`config.mk`:
```
export PLATFORM = sky130hd
export DESIGN_NAME = sorted_priority_queue
export DESIGN_NICKNAME = d
export VERILOG_FILES = /design/src/hw/rtl/spq_pkg.sv /design/src/hw/rtl/spq_cell.sv /design/src/hw/rtl/sorted_priority_queue.sv
export SDC_FILE = /design/constraint.sdc
export NUM_CORES = 2
export LEC_CHECK = 0
export BUFFER_PORTS_ARGS = -buffer_cell sky130_fd_sc_hd__buf_4
export CORE_MARGIN = 5
export CORE_UTILIZATION = 55
export DETAILED_ROUTE_END_ITERATION = 7
export HOLD_SLACK_MARGIN = 0.08
export PLACE_DENSITY = 0.85
export SETUP_SLACK_MARGIN = 0.4
export SLEW_MARGIN = 25
export SYNTH_ARGS = -nofsm -noshare
export SYNTH_HDL_FRONTEND = slang
export SYNTH_SLANG_ARGS = --single-unit
```
`constraint.sdc`:
```
create_clock -name clk -period 4.95 [get_ports clk]
set_input_delay 0.495 -clock clk [delete_from_list [all_inputs] [get_ports clk]]
set_output_delay 0.495 -clock clk [all_outputs]
set_load 0.05 [all_outputs]
```
`src/hw/rtl/spq_pkg.sv`:
```
// Shared types and constants for the sorted priority queue.
// No dependencies; imported by spq_cell and sorted_priority_queue.
`timescale 1ns / 1ps

package spq_pkg;

  // Command codes carried in the request
  localparam logic CMD_INSERT = 1'b0;
  localparam logic CMD_REMOVE = 1'b1;

  // Width of the count field in a result
  localparam int unsigned COUNT_W = 5;

  // One request: command and value to insert
  typedef struct packed {
    logic               cmd;
    logic signed [31:0] value;
  } req_t;

  // One result: queue state after the request
  typedef struct packed {
    logic signed [31:0]  front_value;
    logic [COUNT_W-1:0]  count;
    logic                is_empty;
    logic                is_full;
    logic                error;
  } res_t;

  // Per-cycle operation broadcast to every cell
  typedef struct packed {
    logic ins;
    logic rem;
  } cell_ctrl_t;

endpackage

```
`src/hw/rtl/spq_cell.sv`:
```
// One storage cell of the sorted chain: holds a single entry.
// Depends on spq_pkg for the control struct.
`timescale 1ns / 1ps

module spq_cell (
  input  logic               clk,
  input  spq_pkg::cell_ctrl_t ctrl,
  input  logic signed [31:0] value,     // broadcast insert value
  input  logic               occ,       // this cell holds a live entry
  input  logic signed [31:0] left_val,  // entry of the neighbour nearer the front
  input  logic               left_ge,   // neighbour nearer the front is displaced
  input  logic signed [31:0] right_val, // entry of the neighbour nearer the back
  output logic signed [31:0] val,
  output logic signed [31:0] val_next,
  output logic               ge
);
  import spq_pkg::*;

  // An empty cell or an entry no larger than the new value gets displaced by it
  assign ge = !occ || (value >= val);

  // Insert: keep, take the new value, or take the left neighbour's entry.
  // Remove: everything moves one place towards the front.
  always_comb begin
    val_next = val;
    if (ctrl.ins) begin
      if (ge) begin
        val_next = left_ge ? left_val : value;
      end
    end else if (ctrl.rem) begin
      val_next = right_val;
    end
  end

  always_ff @(posedge clk) begin
    val <= val_next;
  end

endmodule

```
`src/hw/rtl/sorted_priority_queue.sv`:
```
// Top level of the sorted priority queue: cell chain, count and result register.
// Depends on spq_pkg and spq_cell.
`timescale 1ns / 1ps

// Usage
//   Request channel (req_valid / req_stall / req): each request inserts
//   req.value in sorted position (largest first, newest first among equals)
//   or removes the front entry. Result channel (res_valid / res_stall / res):
//   one result per request, giving the front value (0 when empty), the
//   count (low 5 bits), the empty and full flags and an error flag for an
//   insert into a full queue or a remove from an empty one.
// Result timing: the result is registered and appears in the cycle after the
//   request is taken.
// Throughput: one request per cycle while no result is stalled. Every cell
//   compares its entry with the broadcast value and shifts with its
//   neighbours in the same cycle.
// Stall: while a result waits with res_stall high, req_stall is raised and
//   the result is held unchanged; requests resume once it is taken.
// Reset: rst empties the queue (count to zero) and clears res_valid; cell
//   contents are not cleared, the count marks which cells are live.
module sorted_priority_queue #(
  parameter int unsigned DEPTH = 16
) (
  input  logic          clk,
  input  logic          rst,
  input  logic          req_valid,
  output logic          req_stall,
  input  spq_pkg::req_t req,
  output logic          res_valid,
  input  logic          res_stall,
  output spq_pkg::res_t res
);
  import spq_pkg::*;

  localparam int unsigned CW = $clog2(DEPTH + 1);
  localparam logic [CW-1:0] DEPTH_C = CW'(DEPTH);

  logic [CW-1:0]      count;
  logic [CW-1:0]      count_next;
  logic               accept;
  logic               is_full_now;
  logic               is_empty_now;
  logic               err;
  cell_ctrl_t         ctrl;
  logic signed [31:0] vals      [DEPTH];
  logic signed [31:0] vals_next [DEPTH];
  logic [DEPTH-1:0]   ge;
  logic [DEPTH-1:0]   occ;
  logic [CW+COUNT_W-1:0] count_ext;

  // Handshake: hold off while an undelivered result is stalled
  assign req_stall = res_valid && res_stall;
  assign accept    = req_valid && !req_stall;

  assign is_full_now  = (count == DEPTH_C);
  assign is_empty_now = (count == '0);

  // Operation for the chain this cycle
  always_comb begin
    ctrl.ins = accept && (req.cmd == CMD_INSERT) && !is_full_now;
    ctrl.rem = accept && (req.cmd == CMD_REMOVE) && !is_empty_now;
    err      = (req.cmd == CMD_INSERT) ? is_full_now : is_empty_now;
  end

  // Entry count
  always_comb begin
    count_next = count;
    if (ctrl.ins) begin
      count_next = count + CW'(1);
    end else if (ctrl.rem) begin
      count_next = count - CW'(1);
    end
  end

  always_ff @(posedge clk) begin
    if (rst) begin
      count <= '0;
    end else begin
      count <= count_next;
    end
  end

  // Chain of cells, front at index 0
  for (genvar i = 0; i < DEPTH; i++) begin : g_cell
    logic signed [31:0] lv;
    logic               lg;
    logic signed [31:0] rv;

    assign occ[i] = (CW'(i) < count);

    if (i == 0) begin : g_front
      assign lv = req.value;
      assign lg = 1'b0;
    end else begin : g_mid
      assign lv = vals[i-1];
      assign lg = ge[i-1];
    end

    if (i == DEPTH - 1) begin : g_back
      assign rv = vals[i];
    end else begin : g_inner
      assign rv = vals[i+1];
    end

    spq_cell u_cell (
      .clk       (clk),
      .ctrl      (ctrl),
      .value     (req.value),
      .occ       (occ[i]),
      .left_val  (lv),
      .left_ge   (lg),
      .right_val (rv),
      .val       (vals[i]),
      .val_next  (vals_next[i]),
      .ge        (ge[i])
    );
  end

  assign count_ext = {{COUNT_W{1'b0}}, count_next};

  // Result register
  always_ff @(posedge clk) begin
    if (rst) begin
      res_valid <= 1'b0;
    end else if (accept) begin
      res_valid <= 1'b1;
    end else if (!res_stall) begin
      res_valid <= 1'b0;
    end
  end

  always_ff @(posedge clk) begin
    if (accept) begin
      res.front_value <= (count_next == '0) ? 32'sd0 : vals_next[0];
      res.count       <= count_ext[COUNT_W-1:0];
      res.is_empty    <= (count_next == '0);
      res.is_full     <= (count_next == DEPTH_C);
      res.error       <= err;
    end
  end

  // Checks
  a_count_bound : assert property (@(posedge clk) disable iff (rst)
    count <= DEPTH_C)
    else $error("entry count above depth");

  a_err_holds_count : assert property (@(posedge clk) disable iff (rst)
    (accept && err) |=> $stable(count))
    else $error("count changed on a rejected request");

  a_ins_counts : assert property (@(posedge clk) disable iff (rst)
    (accept && req.cmd == CMD_INSERT && !is_full_now) |=> (count == $past(count) + CW'(1)))
    else $error("insert did not add an entry");

  a_empty_front : assert property (@(posedge clk) disable iff (rst)
    (res_valid && res.is_empty) |-> (res.front_value == 32'sd0 && !res.is_full))
    else $error("empty result with non-zero front or full flag");

  a_stall_hold : assert property (@(posedge clk) disable iff (rst)
    (res_valid && res_stall) |=> (res_valid && $stable(res)))
    else $error("stalled result changed");

endmodule

```
==> qor.yml <==
detailed_routing:
  ant_nets: 0
  drt_iter0_markers: 4542
  wl_um: 119000
  dr_total_vias: 36000
  routedWlPerCell_um: 22.0
  drcViolationCount: 0
  vias_per_cell: 6.66
  dr.pass1.iters: 8
floorplanning:
  rows: 101
  die_h_um: 286
  die-area_um2: 81900
  io_pins: 79
  fp.dieW_um: 286
  core_um2: 75800
  start_util: 0.553
min_path:
  worstHoldStart: "req[21]"
  hold_path.class: "in -> reg"
global_routing:
  grt_use_total: 0.279
  grt_use_met3: 0.0334
  antenna_found_initial: 6
  grt_pass1_vias: 35300
  grt_pass1_wl_um: 188000
  use_met1: 0.342
  met2_usage: 0.476
  overflow: 0
  busiest_layer: "met2"
  grt_max_degree: 170
sta:
  period_share: 0.855
  holdWs_ns: 0.324
  setup_viol: 0
  fmax_mhz: 236
  totalNegativeSetupSlack_ns: 0
  tightest_slew_ns: 1.17
  clock_skew_ns: 0.0147
  finalHoldViolCount: 0
  fin_crit_ns: 4.23
  slew_viol_final: 0
  relSlewSlack: 0.213
  rsz0062_at_grt: "false"
synth:
  synth_nets: 5016
  avgSynthCellArea_um2: 9.39
  ys.flop_type: "edfxtp_1"
  seq_area_frac_synth: 0.391
  async_flop_share: 0
  synth_seq_cells: 558
  yosys.cell_types.count: 78
  syn_inst: 4464
  synth_warnings: 0
  synth_enable_flop_cells: 520
  syn_area_um2: 41900
finish:
  area_growth_pct: 7.68
  fin_util: 0.595
  drive_above_1_share: 0.0882
  final_common_cell: "inv_1"
  nets: 4925
  final_cell_mix: "524 x inv_1, 520 x edfxtp_1, 515 x ha_1"
worst_setup_path:
  start_kind: "register"
  crit_path_start: "g_cell[2].u_cell.val[27]"
  crit_path_end: "g_cell[3].u_cell.val[27]"
  worst_ep_arrival_time_ns: 4.55
  r2r_setup_slack_ns: 0.72
  r2r-start: "g_cell[2].u_cell.val[27]"
  r2r-end: "g_cell[3].u_cell.val[27]"
  reg2reg_depth: 9
  worstSetupEndpointType: "register"
  critPathRequiredTime_ns: 5.27
  path_class: "reg -> reg"
  cp_max_fo: 33
power:
  intPower_uw: 11100
  peakVddDrop_mv: 0.432
  powerDensity_nw_per_um2: 394
  swShare: 0.378
  p_switching_uw: 6740
  p_leak_uw: 0.0185
  seqPwrFrac: 0.394
  comb_power_share: 0.363
  power_frac_clock: 0.243
run_status:
  status: "finished clean"
clocking:
  cts_max_level: 2
  cts-resized-gates: 0
  tritoncts: "built"
  cts_buffer_depth: 3
  worstSkewPairLatency_ns: 0.63
  cts_buffers: 59
  cts_sinks: 558
  cts_post_setup_buffers_inserted: 0
  postCtsHoldBufs: 2
  path_clk_slew_ns: 0.06
  cts_root_buffer: "clkbuf_16"
placed_design:
  portBuffers: 78
  globalplace.congestion: 0.895
  detailed_place_hpwl_um: 85800
flow_run:
  cap_violations: 0
## sequential cells by signal, summed over array words and instances, names as in the netlist
name	count
count	5
res	40
g_cell.u_cell.val	512
res_valid	1
## metal layers
| metal | vias to the layer above | routed length [um] | share of wire |
|---|---|---|---|
| met5 | - | 0 | 0 |
| met2 | 1983 | 57200 | 0.48 |
| met1 | 17100 | 44600 | 0.38 |
| li1 | 16600 | - | - |
| met4 | 0 | 7680 | 0.065 |
| met3 | 385 | 9340 | 0.079 |
## logic make-up after synthesis
kind of cell,share of synthesized area
and+or+nand+nor,0.153
xor gates and xnor gates,0.000836
adders and majority gates,0.154
AOI/OAI and AO/OA,0.193
DFF,0.391
buffers and inverters,0.0814
muxes,0.0271
## how the worst min path moves through the flow
stage / endpoint / slack [ns] / cells past startpoint
2_1_floorplan: g_cell[14].u_cell.val[0] / 0.53 / 2
3_3_place_gp: g_cell[14].u_cell.val[30] / 0.56 / 2
3_5_place_dp: g_cell[14].u_cell.val[12] / 0.56 / 2
4_1_cts: g_cell[3].u_cell.val[21] / 0.29 / 3
5_1_grt: g_cell[1].u_cell.val[21] / 0.34 / 3
6_report: g_cell[3].u_cell.val[21] / 0.32 / 3
## layout make-up
cell class	count	area, um2
sequential	558	16400
antenna	7	17.5
multi-input combinational	3068	22400
fill	6176	30700
clock buffer	90	1660
clock inverter	18	131
timing repair buffer	161	1340
tap	978	1220
inverter	525	1970
## stage by stage
| step | power (uW) | setup slack, ns | cells | cell area (um2) |
|---|---|---|---|---|
| floorplan | 11500 | 0.316 | 4464 | 41900 |
| global placement | 13100 | 0.726 | 5286 | 43300 |
| detailed placement | 13400 | 0.515 | 5286 | 43300 |
| CTS | 17700 | 0.903 | 5396 | 45100 |
| global route | 18700 | 0.532 | 5404 | 45100 |
| finish | 17800 | 0.720 | 5405 | 45100 |
## power groups by stage
stage                     clock [uW]  combinational, uW  sequential (uW)
after floorplan                    0               4320             7220
after CTS                       4340               6350             7000
final                           4320               6470             7010
after detailed placement           0               6300             7090
after global routing            4530               7110             7090
after global placement             0               6040             7050
## critical path: stages (launching register included)
cell and delay (ns):
edfxtp_1 0.38, inv_1 0.09, ha_1 0.32, nand4_1 0.20
nor4_1 1.02, o41ai_1 0.38, nand3_1 0.18, and3b_2 0.69
buf_4 0.44, o311ai_0 0.19
## synthesized netlist by cell type (16+ instances only)
cell,count,area (um2)
dfxtp_1,38,761
a21boi_0,42,315
nand3_1,488,2440
buf_2,78,390
edfxtp_1,520,15600
o21a_1,16,120
mux2_2,34,383
nand4_1,101,632
clkbuf_1,177,664
a21oi_1,263,1320
o311ai_0,111,972
nor2_1,181,679
nor4_1,23,144
buf_1,31,116
inv_1,525,1970
mux2i_1,74,741
nor3_1,43,215
nand2_1,388,1460
ha_1,515,6440
or3_1,35,219
o21ai_0,153,766
o311ai_2,68,1110
o221ai_1,124,1090
a31oi_1,82,513
a21o_1,61,458
nor2b_1,35,219
o211ai_1,81,608
Power figures use the tool's default switching activity.
